File: config.mk
export PLATFORM = sky130hd
export DESIGN_NAME = reader_writer_latch_manager
export DESIGN_NICKNAME = d
export VERILOG_FILES = /design/src/hw/rtl/rwlm_pkg.sv /design/src/hw/rtl/reader_writer_latch_manager.sv
export SDC_FILE = /design/constraint.sdc
export NUM_CORES = 1
export LEC_CHECK = 0
export BUFFER_PORTS_ARGS = -buffer_cell sky130_fd_sc_hd__buf_2
export CAP_MARGIN = 0
export CORE_UTILIZATION = 60
export CTS_BUF_LIST = sky130_fd_sc_hd__clkbuf_8
export DETAILED_ROUTE_END_ITERATION = 12
export GPL_TIMING_DRIVEN = 0
export PLACE_DENSITY = 0.83
export SYNTH_ARGS = -nofsm -noshare
export SYNTH_HDL_FRONTEND = slang
export SYNTH_SLANG_ARGS = --single-unit
export TNS_END_PERCENT = 100
File: constraint.sdc
create_clock -name clock -period 7.4 [get_ports clock]
set_clock_uncertainty 0.1 [all_clocks]
set_input_delay 1.48 -clock clock [delete_from_list [all_inputs] [get_ports clock]]
set_output_delay 1.48 -clock clock [all_outputs]
set_load 0.05 [all_outputs]
File: src/hw/rtl/rwlm_pkg.sv
package rwlm_pkg;

   localparam int REQUESTERS  = 16;
   localparam int QUEUE_SLOTS = 16;
   localparam int QADDR_W     = $clog2(QUEUE_SLOTS);

   localparam logic [1:0] OP_ACQUIRE  = 2'd0;
   localparam logic [1:0] OP_RELEASE  = 2'd1;
   localparam logic [1:0] OP_ESCALATE = 2'd2;
   localparam logic [1:0] OP_CANCEL   = 2'd3;

   localparam logic [1:0] LATCH_FREE      = 2'd0;
   localparam logic [1:0] LATCH_SHARED    = 2'd1;
   localparam logic [1:0] LATCH_EXCLUSIVE = 2'd2;

   localparam logic [3:0] ST_GRANTED      = 4'd0;
   localparam logic [3:0] ST_QUEUED       = 4'd1;
   localparam logic [3:0] ST_REFUSED      = 4'd2;
   localparam logic [3:0] ST_CANCELLED    = 4'd3;
   localparam logic [3:0] ST_ALREADY_WOKE = 4'd4;
   localparam logic [3:0] ST_ESCALATED    = 4'd5;
   localparam logic [3:0] ST_ESC_REFUSED  = 4'd6;
   localparam logic [3:0] ST_RELEASED     = 4'd7;
   localparam logic [3:0] ST_ERROR        = 4'd8;

   localparam logic KIND_STATUS = 1'b0;
   localparam logic KIND_WAKEUP = 1'b1;

   localparam logic [4:0] SHARED_LIMIT_RESET = 5'd4;

   typedef struct packed {
      logic [1:0] operation;
      logic [3:0] requester;
      logic       mode;
      logic       high_priority;
      logic       try_only;
      logic [7:0] attempt;
      logic [7:0] retry_limit;
      logic       unlimited_retries;
      logic [4:0] exclusive_wakeup_limit;
   } req_type;

   typedef struct packed {
      logic        kind;
      logic [3:0]  who;
      logic [3:0]  status;
      logic [1:0]  latch_mode;
      logic [15:0] holders;
      logic [4:0]  waiters;
      logic [63:0] exclusive_sequence;
      logic        last;
   } rsp_type;

   typedef struct packed {
      logic       mode;
      logic [3:0] id;
   } qentry_type;

endpackage

File: src/hw/rtl/reader_writer_latch_manager.sv
// Shared/exclusive latch with a 16-deep wait queue kept in a one-port-read
// synchronous memory. A request is taken when start is high and busy is low;
// busy stays high until every result of that request has been shown. Each
// result is on rsp_data for one cycle with rsp_valid high and cannot be held
// off. Acquire that needs no queue lookup, escalate and release without
// wakeups go from S_DECIDE straight to S_STATUS to show the status result.
// Queueing an acquire and cancel walk the queue one entry at a time, a memory
// read in S_RD and a compare in S_CHK; cancel then compacts the queue, moving
// each entry with S_SHIFT_RD and S_SHIFT_WR. A release that wakes waiters
// scans each woken waiter through S_RD and S_CHK, plus one more entry when
// the run ends on an entry of the other mode, shows the status, then gives
// each wakeup result through S_WAKE_RD and S_WAKE_OUT. The longest
// request is a release that wakes sixteen waiters. No clearing pass is
// needed after reset.
module reader_writer_latch_manager
   import rwlm_pkg::*;
(
   input  logic    clock,
   input  logic    reset,
   input  logic    start,
   output logic    busy,
   input  req_type req_data,
   output logic    rsp_valid,
   output rsp_type rsp_data,
   input  logic    csr_wr_en,
   input  logic [4:0] csr_wr_data
);

   localparam logic [3:0] S_IDLE     = 4'd0;
   localparam logic [3:0] S_DECIDE   = 4'd1;
   localparam logic [3:0] S_RD       = 4'd2;
   localparam logic [3:0] S_CHK      = 4'd3;
   localparam logic [3:0] S_SHIFT_RD = 4'd4;
   localparam logic [3:0] S_SHIFT_WR = 4'd5;
   localparam logic [3:0] S_STATUS   = 4'd6;
   localparam logic [3:0] S_WAKE_RD  = 4'd7;
   localparam logic [3:0] S_WAKE_OUT = 4'd8;

   localparam logic [4:0] SLOTS5 = 5'(QUEUE_SLOTS);

   logic [3:0]   state_ff, state_in;
   req_type      req_ff, req_in;
   logic [4:0]   swl_ff, swl_in;
   logic [1:0]   latch_ff, latch_in;
   logic [15:0]  hold_ff, hold_in;
   logic [3:0]   owner_ff, owner_in;
   logic         ownv_ff, ownv_in;
   logic [63:0]  seq_ff, seq_in;
   logic [QADDR_W-1:0] head_ff, head_in;
   logic [4:0]   len_ff, len_in;
   logic [4:0]   idx_ff, idx_in;
   logic [4:0]   nw_ff, nw_in;
   logic [4:0]   cap_ff, cap_in;
   logic         hm_ff, hm_in;
   logic [QADDR_W-1:0] wbase_ff, wbase_in;
   logic [3:0]   status_ff, status_in;

   qentry_type   mem [QUEUE_SLOTS];
   qentry_type   rd_data_ff;
   logic         mem_we;
   logic [QADDR_W-1:0] mem_waddr, mem_raddr;
   qentry_type   mem_wdata;

   logic         id_ok, grant_ok, hm_match;
   logic [4:0]   idx_next, nw_next, cap_raw;
   qentry_type   new_entry;

   always_ff @(posedge clock) begin
      if (mem_we) begin
         mem[mem_waddr] <= mem_wdata;
      end
      rd_data_ff <= mem[mem_raddr];
   end

   always_ff @(posedge clock) begin
      if (reset) begin
         state_ff  <= S_IDLE;
         swl_ff    <= SHARED_LIMIT_RESET;
         latch_ff  <= LATCH_FREE;
         hold_ff   <= '0;
         owner_ff  <= '0;
         ownv_ff   <= 1'b0;
         seq_ff    <= '0;
         head_ff   <= '0;
         len_ff    <= '0;
         idx_ff    <= '0;
         nw_ff     <= '0;
         cap_ff    <= '0;
         hm_ff     <= 1'b0;
         wbase_ff  <= '0;
         status_ff <= ST_ERROR;
      end else begin
         state_ff  <= state_in;
         swl_ff    <= swl_in;
         latch_ff  <= latch_in;
         hold_ff   <= hold_in;
         owner_ff  <= owner_in;
         ownv_ff   <= ownv_in;
         seq_ff    <= seq_in;
         head_ff   <= head_in;
         len_ff    <= len_in;
         idx_ff    <= idx_in;
         nw_ff     <= nw_in;
         cap_ff    <= cap_in;
         hm_ff     <= hm_in;
         wbase_ff  <= wbase_in;
         status_ff <= status_in;
      end
   end

   always_ff @(posedge clock) begin
      req_ff <= req_in;
   end

   assign id_ok     = (32'(req_ff.requester) < REQUESTERS);
   assign new_entry = '{mode: req_ff.mode, id: req_ff.requester};
   assign idx_next  = idx_ff + 5'd1;
   assign nw_next   = nw_ff + 5'd1;
   assign hm_match  = (idx_ff == 5'd0) || (rd_data_ff.mode == hm_ff);
   assign cap_raw   = rd_data_ff.mode ? req_ff.exclusive_wakeup_limit : swl_ff;

   always_comb begin
      if (req_ff.mode) begin
         grant_ok = (latch_ff == LATCH_FREE) ||
                    (latch_ff == LATCH_EXCLUSIVE && ownv_ff && owner_ff == req_ff.requester);
      end else begin
         grant_ok = (latch_ff == LATCH_FREE) || (latch_ff == LATCH_SHARED);
      end
   end

   always_comb begin
      state_in  = state_ff;
      req_in    = req_ff;
      swl_in    = csr_wr_en ? csr_wr_data : swl_ff;
      latch_in  = latch_ff;
      hold_in   = hold_ff;
      owner_in  = owner_ff;
      ownv_in   = ownv_ff;
      seq_in    = seq_ff;
      head_in   = head_ff;
      len_in    = len_ff;
      idx_in    = idx_ff;
      nw_in     = nw_ff;
      cap_in    = cap_ff;
      hm_in     = hm_ff;
      wbase_in  = wbase_ff;
      status_in = status_ff;
      mem_we    = 1'b0;
      mem_waddr = head_ff;
      mem_wdata = new_entry;
      mem_raddr = head_ff + idx_ff[QADDR_W-1:0];

      unique case (state_ff)
         S_IDLE: begin
            if (start) begin
               req_in   = req_data;
               state_in = S_DECIDE;
            end
         end

         S_DECIDE: begin
            nw_in     = '0;
            idx_in    = '0;
            wbase_in  = head_ff;
            status_in = ST_ERROR;
            state_in  = S_STATUS;
            if (id_ok) begin
               unique case (req_ff.operation)
                  OP_ACQUIRE: begin
                     if (grant_ok) begin
                        if (hold_ff != 16'hFFFF) begin
                           if (!req_ff.mode) begin
                              latch_in = LATCH_SHARED;
                           end else if (latch_ff == LATCH_FREE) begin
                              latch_in = LATCH_EXCLUSIVE;
                              seq_in   = seq_ff + 64'd1;
                              owner_in = req_ff.requester;
                              ownv_in  = 1'b1;
                           end
                           hold_in   = hold_ff + 16'd1;
                           status_in = ST_GRANTED;
                        end
                     end else if ((!req_ff.unlimited_retries &&
                                   req_ff.attempt >= req_ff.retry_limit) ||
                                  req_ff.try_only) begin
                        status_in = ST_REFUSED;
                     end else if (len_ff >= SLOTS5) begin
                        status_in = ST_ERROR;
                     end else if (len_ff == 5'd0) begin
                        mem_we    = 1'b1;
                        mem_waddr = head_ff;
                        len_in    = 5'd1;
                        status_in = ST_QUEUED;
                     end else begin
                        state_in = S_RD;
                     end
                  end
                  OP_RELEASE: begin
                     if (hold_ff != 16'd0 && latch_ff != LATCH_FREE) begin
                        hold_in   = hold_ff - 16'd1;
                        status_in = ST_RELEASED;
                        if (hold_ff == 16'd1) begin
                           if (latch_ff == LATCH_EXCLUSIVE) begin
                              seq_in   = seq_ff + 64'd1;
                              ownv_in  = 1'b0;
                              owner_in = '0;
                           end
                           latch_in = LATCH_FREE;
                           if (len_ff != 5'd0) begin
                              state_in = S_RD;
                           end
                        end
                     end
                  end
                  OP_ESCALATE: begin
                     if (latch_ff == LATCH_SHARED) begin
                        if (hold_ff == 16'd1) begin
                           latch_in  = LATCH_EXCLUSIVE;
                           owner_in  = req_ff.requester;
                           ownv_in   = 1'b1;
                           seq_in    = seq_ff + 64'd1;
                           status_in = ST_ESCALATED;
                        end else begin
                           status_in = ST_ESC_REFUSED;
                        end
                     end else if (latch_ff == LATCH_EXCLUSIVE) begin
                        status_in = (!ownv_ff || owner_ff == req_ff.requester) ?
                                    ST_ESCALATED : ST_ESC_REFUSED;
                     end
                  end
                  OP_CANCEL: begin
                     if (len_ff == 5'd0) begin
                        status_in = ST_ALREADY_WOKE;
                     end else begin
                        state_in = S_RD;
                     end
                  end
                  default: status_in = ST_ERROR;
               endcase
            end
         end

         S_RD: begin
            state_in = S_CHK;
         end

         S_CHK: begin
            unique case (req_ff.operation)
               OP_ACQUIRE: begin
                  if (rd_data_ff.id == req_ff.requester) begin
                     status_in = ST_ERROR;
                     state_in  = S_STATUS;
                  end else if (idx_next == len_ff) begin
                     // not queued yet: insert at head or tail
                     mem_we    = 1'b1;
                     mem_waddr = req_ff.high_priority ?
                                 head_ff - QADDR_W'(1) : head_ff + len_ff[QADDR_W-1:0];
                     if (req_ff.high_priority) begin
                        head_in = head_ff - QADDR_W'(1);
                     end
                     len_in    = len_ff + 5'd1;
                     status_in = ST_QUEUED;
                     state_in  = S_STATUS;
                  end else begin
                     idx_in   = idx_next;
                     state_in = S_RD;
                  end
               end
               OP_RELEASE: begin
                  if (idx_ff == 5'd0) begin
                     hm_in  = rd_data_ff.mode;
                     cap_in = (cap_raw == 5'd0) ? 5'd1 : cap_raw;
                  end
                  if (hm_match) begin
                     nw_in  = nw_next;
                     idx_in = idx_next;
                     if (idx_next == len_ff ||
                         nw_next >= ((idx_ff == 5'd0) ?
                                     ((cap_raw == 5'd0) ? 5'd1 : cap_raw) : cap_ff)) begin
                        head_in  = head_ff + nw_next[QADDR_W-1:0];
                        len_in   = len_ff - nw_next;
                        state_in = S_STATUS;
                     end else begin
                        state_in = S_RD;
                     end
                  end else begin
                     head_in  = head_ff + nw_ff[QADDR_W-1:0];
                     len_in   = len_ff - nw_ff;
                     state_in = S_STATUS;
                  end
               end
               default: begin
                  if (rd_data_ff.id == req_ff.requester) begin
                     status_in = ST_CANCELLED;
                     if (idx_next == len_ff) begin
                        len_in   = len_ff - 5'd1;
                        state_in = S_STATUS;
                     end else begin
                        state_in = S_SHIFT_RD;
                     end
                  end else if (idx_next == len_ff) begin
                     status_in = ST_ALREADY_WOKE;
                     state_in  = S_STATUS;
                  end else begin
                     idx_in   = idx_next;
                     state_in = S_RD;
                  end
               end
            endcase
         end

         S_SHIFT_RD: begin
            // fetch the entry behind the gap
            mem_raddr = head_ff + idx_next[QADDR_W-1:0];
            state_in  = S_SHIFT_WR;
         end

         S_SHIFT_WR: begin
            mem_we    = 1'b1;
            mem_waddr = head_ff + idx_ff[QADDR_W-1:0];
            mem_wdata = rd_data_ff;
            idx_in    = idx_next;
            if (idx_next + 5'd1 == len_ff) begin
               len_in   = len_ff - 5'd1;
               state_in = S_STATUS;
            end else begin
               state_in = S_SHIFT_RD;
            end
         end

         S_STATUS: begin
            idx_in   = '0;
            state_in = (nw_ff != 5'd0) ? S_WAKE_RD : S_IDLE;
         end

         S_WAKE_RD: begin
            mem_raddr = wbase_ff + idx_ff[QADDR_W-1:0];
            state_in  = S_WAKE_OUT;
         end

         S_WAKE_OUT: begin
            idx_in   = idx_next;
            state_in = (idx_next == nw_ff) ? S_IDLE : S_WAKE_RD;
         end

         default: state_in = S_IDLE;
      endcase
   end

   assign busy      = (state_ff != S_IDLE);
   assign rsp_valid = (state_ff == S_STATUS) || (state_ff == S_WAKE_OUT);

   always_comb begin
      rsp_data.latch_mode         = latch_ff;
      rsp_data.holders            = hold_ff;
      rsp_data.waiters            = len_ff;
      rsp_data.exclusive_sequence = seq_ff;
      if (state_ff == S_WAKE_OUT) begin
         rsp_data.kind   = KIND_WAKEUP;
         rsp_data.who    = rd_data_ff.id;
         rsp_data.status = ST_GRANTED;
         rsp_data.last   = (idx_next == nw_ff);
      end else begin
         rsp_data.kind   = KIND_STATUS;
         rsp_data.who    = req_ff.requester;
         rsp_data.status = status_ff;
         rsp_data.last   = (nw_ff == 5'd0);
      end
   end

endmodule

==> results of run 1 <==
-- final timing paths --
check / start / endpoint / slack (ns)
max: idx_ff[0] / rsp_data[0] / 2.53
min: cap_ff[0] / cap_ff[0] / 0.37
max reg2reg: idx_ff[0] / mem[2][0] / 2.69
min reg2reg: cap_ff[0] / cap_ff[0] / 0.37
-- worst register-to-register path, delay by kind of cell, from the launching register on --
kind            cells  cell delay, ns
simple gates        5            2.12
fa+ha+maj           1            0.51
buf+inv             2            0.55
flops               1            0.43
compound gates      1            0.36
xor+xnor            1            0.29
-- routing by layer --
layer  up-vias  GRT usage (%)
met2       589           51.3
met5         -              0
met1      5688           41.0
met4         0           17.2
met3       151           5.64
li1       5691              -
-- logic make-up after synthesis --
| logic type | after synthesis | synth area share, % |
|---|---|---|
| AND/OR/NAND/NOR | 532 | 19.8 |
| AO/OA/AOI/OAI | 288 | 13.3 |
| flip-flops | 245 | 44.0 |
| buffers and inverters | 149 | 4.19 |
| multiplexers | 100 | 7.39 |
| XOR/XNOR | 82 | 5.55 |
| adder cells (fa/ha/maj) | 60 | 5.82 |
-- report_power, final --
part | total (W) | leakage, nW | switching [W] | internal [W]
Clock | 0.00120 | 0.466 | 0.000549 | 0.000647
Combinational | 0.00134 | 3.60 | 0.000875 | 0.000464
Sequential | 0.00159 | 2.10 | 0.0000679 | 0.00152
-- per-stage QoR --
| step | instances | util [%] | power [W] | cell area [µm²] |
|---|---|---|---|---|
| 2_1_floorplan | 1456 | - | 0.00257 | 13700 |
| 6_report | 1950 | 70.3 | 0.00413 | 15500 |
| 5_1_grt | 1950 | 70.3 | 0.00432 | 15500 |
| 4_1_cts | 1950 | 70.3 | 0.00413 | 15500 |
| 3_5_place_dp | 1874 | 66.6 | 0.00293 | 14700 |
| 3_3_place_gp | 1873 | 66.6 | 0.00289 | 14700 |
-- final cells by class --
type                       instances  area share (%)
buffer                            80            2.02
clock inverter                    26           0.878
clock buffer                      50            4.43
timing repair buffer             138            4.46
sequential                       245            38.7
tap                              280            2.25
multi-input combinational       1062            45.6
inverter                          69            1.67
-- sequential cells by signal (all words and copies together), names as in the netlist, 5 cells and up --
name / count
rd_data_ff: 5
nw_ff: 5
len_ff: 5
idx_ff: 5
req_ff: 26
hold_ff: 16
mem: 80
seq_ff: 64
cap_ff: 5
swl_ff: 5
new_entry: 5
-- cells in the final DEF (no fill, tap or decap), types with 27 or more instances in the layout --
cell type	n
ha_1	54
xnor2_1	62
inv_1	78
clkbuf_1	66
nand4_1	34
mux2i_1	93
nand2_1	99
edfxtp_1	111
nor2_1	150
clkbuf_8	50
a21oi_1	117
nand3_1	62
dfxtp_1	134
o21ai_0	27
nor3_1	29
buf_2	142
==> metrics.yaml, run 1 <==
logic_synthesis:
  yosys.area.top_type: "edfxtp_1"
  yosysSeqAreaShare_pct: 44.0
  async_flop_share_pct: 0
  synth-main-ff-cell: "dfxtp_1"
  synth_seq_cells: 245
  synth.area.top_cells: "edfxtp_1 24%, dfxtp_1 20%, mux2i_1 6.8%, ha_1 4.9%, a21oi_1 4.3%"
  synthesis.area_um2: 13700
  synth_edf_count: 111
  synth_nets: 1556
  ys_top_cells_by_count: "150 x nor2_1, 134 x dfxtp_1, 117 x a21oi_1, 111 x edfxtp_1, 99 x nand2_1"
  yosysTopAreaCellShare_pct: 24.4
  synth_cell_types: 78
  yosysWarnings: 0
  yosysMostFrequentCell: "nor2_1"
  syn_avg_cell_area_um2: 9.39
  syn_inst: 1456
final_layout:
  drive_gt1_share_pct: 12.9
  multi_input_area_um2: 7080
  seq_area_um2: 6020
  area_growth_pct: 13.7
  antenna_cells: 0
  fillers: 1729
  fin_nets: 1738
grt:
  first_global_vias: 11500
  grt_usage_pct: 31.9
  grt-ovfl-total: 0
  grt_max_degree: 32
  grt_pass1_wl_um: 59700
  antenna_found_initial: 0
sta:
  drv_slew: 0
  period_share_pct: 65.8
  rsz0062_at_grt: "no"
  relSlewSlack_pct: 17.2
  final-setup-viol-count: 0
  fin_ws_ns: 2.53
  tightest_slew_ns: 1.22
  fin_crit_ns: 4.87
  hold_viol_final: 0
  timing.fmax_ghz: 0.205
  fin_tns_setup_ns: 0
  worst_hold_slack_ns: 0.373
detailed_routing:
  via_count: 12100
  totalWireLength_um: 37400
  drtIter0Drc: 1124
  wire_per_inst_um: 19.2
  dr_wl_met2_um: 17000
  met3_length_um: 2900
  wl_met1_um: 15400
  top_layer: "met4"
  ant_nets: 0
  first_pass_iters: 6
  routed_via_density: 6.21
  drc: 0
floorplan:
  die_x_um: 153
  die_h_um: 153
  dieArea_um2: 23400
  initial_core_util_pct: 61.9
  rows: 54
  io-pin-count: 139
  coreArea_um2: 22100
critical_path:
  worst_path_most_repeated_cell: "nand3_1"
  reg2regPathDepth: 10
  crit_family: "XOR/XNOR gates"
  path_depth: 7
  path_cells: "clkbuf_1 -> nand3_1 -> xnor2_1 -> xor2_1 -> nand3_1 -> o21ai_0 -> buf_2"
  cp-start-kind: "flip-flop"
  endpoint_kind: "primary output"
  crit_fanout: 7
  crit_arrival_ns: 3.29
  critPathMaxStageDelay_ns: 0.61
  worst-setup-path-type: "reg2out"
  path_buf_inv: 2
  crit_slowest_cell: "xnor2_1"
  cp.required_ns: 5.82
job:
  maxCapViolations: 0
worst_hold_path:
  whs_path_depth: 2
  hold_class: "reg2reg"
clock_network:
  hold_buffers: 0
  cts-resized-gates: 0
  cts_post_setup_buffers_inserted: 0
  clockBufferDepth: 3
  cts_buffers: 42
  root_buffer: "clkbuf_8"
  htreeDepth: 2
  clock_latency_ns: 0.55
  tritoncts: "built"
  cts.sinks: 245
  cts.clk_slew.worst_paths_ns: 0.06
pwr:
  peakVddDrop_mv: 0.190
  p_leak_nw: 6.16
  power.density_nw_per_um2: 266
placement:
  dp_slack_ns: 2.90
  dp_hpwl_um: 27600
  port_buffers: 137
  gp_congestion: 0.964
status:
  status: "finished, final reports clean"
Power figures use the tool's default switching activity.
==> run 2, diff against run 1 <==
--- a/config.mk
+++ b/config.mk
@@ -7,11 +7,11 @@
 export LEC_CHECK = 0
 export BUFFER_PORTS_ARGS = -buffer_cell sky130_fd_sc_hd__buf_2
 export CAP_MARGIN = 0
-export CORE_UTILIZATION = 60
+export CORE_UTILIZATION = 56
 export CTS_BUF_LIST = sky130_fd_sc_hd__clkbuf_8
 export DETAILED_ROUTE_END_ITERATION = 12
 export GPL_TIMING_DRIVEN = 0
-export PLACE_DENSITY = 0.83
+export PLACE_DENSITY = 0.81
 export SYNTH_ARGS = -nofsm -noshare
 export SYNTH_HDL_FRONTEND = slang
 export SYNTH_SLANG_ARGS = --single-unit
==> constraint.sdc (replaced) <==
create_clock -name clock -period 4.45 [get_ports clock]
set_clock_uncertainty 0.1 [all_clocks]
set_input_delay 0.89 -clock clock [delete_from_list [all_inputs] [get_ports clock]]
set_output_delay 0.89 -clock clock [all_outputs]
set_load 0.05 [all_outputs]
==> run 2 against run 1 <==
Compared with the run above: critical endpoint is now len_ff[4]; sequential power rose by 67%; sequential cell count did not move; clock power up 73%; combinational power grew 68%; die area rose by 7.1%; clock-buffer cell count up 2; critical path depth grew 11; register-to-register slack got worse by 2.4 ns; sequential share of layout area fell by 0.30 points; global-route usage shrank 1.4 points.
==> metrics.yaml, run 2 (synthesized netlist as in run 1, its figures left out) <==
worst_hold_path:
  hold_start: "wbase_ff[3]"
  hold_class: "reg2reg"
floorplan:
  coreArea_um2: 23700  # +7.2%
  io-pin-count: 139  # unchanged
  initial_core_util_pct: 57.7  # -4.2 points
  die_x_um: 158  # +3.5%
  rows: 56  # +3.7%
  dieArea_um2: 25000  # +7.1%
  die_h_um: 158  # +3.5%
pwr:
  peakVddDrop_mv: 0.293  # +54%
  power.density_nw_per_um2: 446  # +68%
  p_leak_nw: 6.23  # +1.1%
final_layout:
  largest_register_ff_count: 80  # unchanged
  final_cell_mix: "150 x nor2_1, 142 x buf_2, 134 x dfxtp_1"
  antenna_cells: 0  # unchanged
  top_register: "mem"
  drive_gt1_share_pct: 13.6  # +0.64 points
  reg_top3: "mem x80, seq_ff x64, req_ff x26"
  stdcell_area_um2: 15700  # +0.77%
  utilization_pct: 66.1  # -4.2 points
  area_growth_pct: 14.6
  final_common_cell: "nor2_1"
  fin_nets: 1738  # unchanged
sta:
  fin_ws_ns: 0.240  # -2.29 ns
  rsz0062_at_grt: "no"
  period_share_pct: 94.6
  tightest_slew_ns: 1.19  # -0.0371 ns
  hold_viol_final: 0  # unchanged
  fin_tns_setup_ns: 0  # unchanged
  relSlewSlack_pct: 20.1  # +2.9 points
  final-setup-viol-count: 0  # unchanged
  drv_slew: 0  # unchanged
  fin_crit_ns: 4.21
  timing.fmax_ghz: 0.238
clock_network:
  htreeDepth: 2  # unchanged
  cts.clk_slew.worst_paths_ns: 0.06  # about the same
  root_buffer: "clkbuf_8"
  clock_latency_ns: 0.55  # about the same
  cts_buffers: 43  # +2.4%
  hold_buffers: 0  # unchanged
  tritoncts: "built"
  clockBufferDepth: 3  # unchanged
  cts.sinks: 245  # unchanged
critical_path:
  endpoint_kind: "flip-flop"
  critPathMaxStageDelay_ns: 0.48  # -0.13 ns
  r2r_slack_ns: 0.24  # -2.45 ns
  path_buf_inv: 4  # +2
  crit_family: "simple AND/OR/NAND/NOR gates"
  crit_end: "len_ff[4]"
  crit_arrival_ns: 4.56  # +1.27 ns
  path_depth: 18  # +11
  worst_path_most_repeated_cell: "xnor2_1"
  crit_slowest_cell: "or4b_1"
  reg2reg_to: "len_ff[4]"
  setup.worst_path.start: "idx_ff[0]"
  path_cells: "clkbuf_2 -> inv_2 -> ha_1 -> or4b_1 -> clkbuf_1 -> clkbuf_2 -> and2_1 -> xnor2_1 -> nand2b_1 -> ha_1 -> fa_1 -> nand2b_1 -> a21oi_2 -> xnor2_1 -> xnor2_1 -> o21ai_0 -> a21oi_1 -> o31ai_1"
  reg2regPathDepth: 18  # +8
  cp-start-kind: "flip-flop"
  worst-setup-path-type: "reg2reg"
  crit_fanout: 10  # +3
  r2r-start: "idx_ff[0]"
  cp.required_ns: 4.80  # -1.02 ns
grt:
  grt_usage_pct: 30.4  # -1.4 points
  antenna_found_initial: 0  # unchanged
  grt-ovfl-total: 0  # unchanged
  grt_pass1_wl_um: 59100  # -0.97%
  first_global_vias: 11200  # -2.8%
  grt_max_degree: 32  # unchanged
detailed_routing:
  first_pass_iters: 8  # +2
  drtIter0Drc: 1471  # +31%
  totalWireLength_um: 37500  # +0.33%
  via_count: 12100  # +0.15%
  wire_per_inst_um: 18.8  # -1.7%
  ant_nets: 0  # unchanged
  routed_via_density: 6.10  # -1.9%
  drc: 0  # unchanged
placement:
  port_buffers: 137  # unchanged
  dp_slack_ns: -0.0739  # -2.97 ns
  place_area_um2: 14800  # +0.36%
  gp_congestion: 0.962  # -0.21%
  dp_hpwl_um: 27400  # -0.79%
job:
  maxCapViolations: 0  # unchanged
status:
  status: "finished, final reports clean"
## run 2: cell types whose count changed in the layout (fill, tap and decap cells not counted), moves of 2 or more
cell and delta:
clkinv_1 -7, clkbuf_2 +3, clkinv_2 +2, clkbuf_8 +2, inv_1 +5, clkbuf_1 -4
## run 2: layer usage
metal	track usage, %	wire (µm)	vias to the layer above	part of all wire [%]
li1	-	-	5683	-
met1	41.1	15600	5671	42
met2	48.4	16900	651	45
met3	5.66	3500	132	9.3
met4	11.8	1480	0	4.0
met5	0	0	-	0
## run 2: area by class of cell
| type | instances | area [µm²] |
|---|---|---|
| plain buffers | 79 | 314 |
| repair buffers | 138 | 697 |
| multi-input cells | 1062 | 7100 |
| clock buffers | 52 | 716 |
| clock inverters | 27 | 164 |
| flip-flops and latches | 245 | 6020 |
| well taps | 319 | 399 |
| fillers | 1942 | 8020 |
| inverters | 69 | 259 |
## run 2: timing repair
item / 4_1_cts / 5_1_grt
setup endpoints to repair: 16 / 6
setup buffers: 0 / 0
resized for setup: 2 / 7
## run 2: worst reg2reg max path, cell delays in order, from the launching register on
cell and delay (ns):
dfxtp_1 0.36, clkbuf_2 0.22, inv_2 0.14, ha_1 0.19, or4b_1 0.48, clkbuf_1 0.18
clkbuf_2 0.20, and2_1 0.20, xnor2_1 0.15, nand2b_1 0.18, ha_1 0.25, fa_1 0.39
nand2b_1 0.17, a21oi_2 0.16, xnor2_1 0.18, xnor2_1 0.09, o21ai_0 0.14, a21oi_1 0.09
o31ai_1 0.23
## run 2: stage by stage
stage               cells  power [W]  hold slack (ns)
CTS                  1992    0.00696            0.362
global placement     1912    0.00483            0.347
floorplan            1456    0.00427            0.337
detailed placement   1913    0.00488            0.351
global route         1991    0.00729            0.387
finish               1991    0.00699            0.368
## run 2: worst min path at each step
stage,endpoint,slack (ns),cells after the start
after floorplan,cap_ff[0],0.34,2
after CTS,cap_ff[0],0.36,2
after global routing,cap_ff[0],0.39,2
after global placement,cap_ff[0],0.35,2
after detailed placement,cap_ff[0],0.35,2
final,wbase_ff[3],0.37,2
## run 2: power breakdown
part	total [W]	leakage, nW	internal, W	switching (W)
sequential	0.00266	2.10	0.00254	0.000120
combinational	0.00225	3.61	0.000779	0.00147
clock	0.00208	0.519	0.00117	0.000910
total	0.00699	6.23	0.00449	0.00250
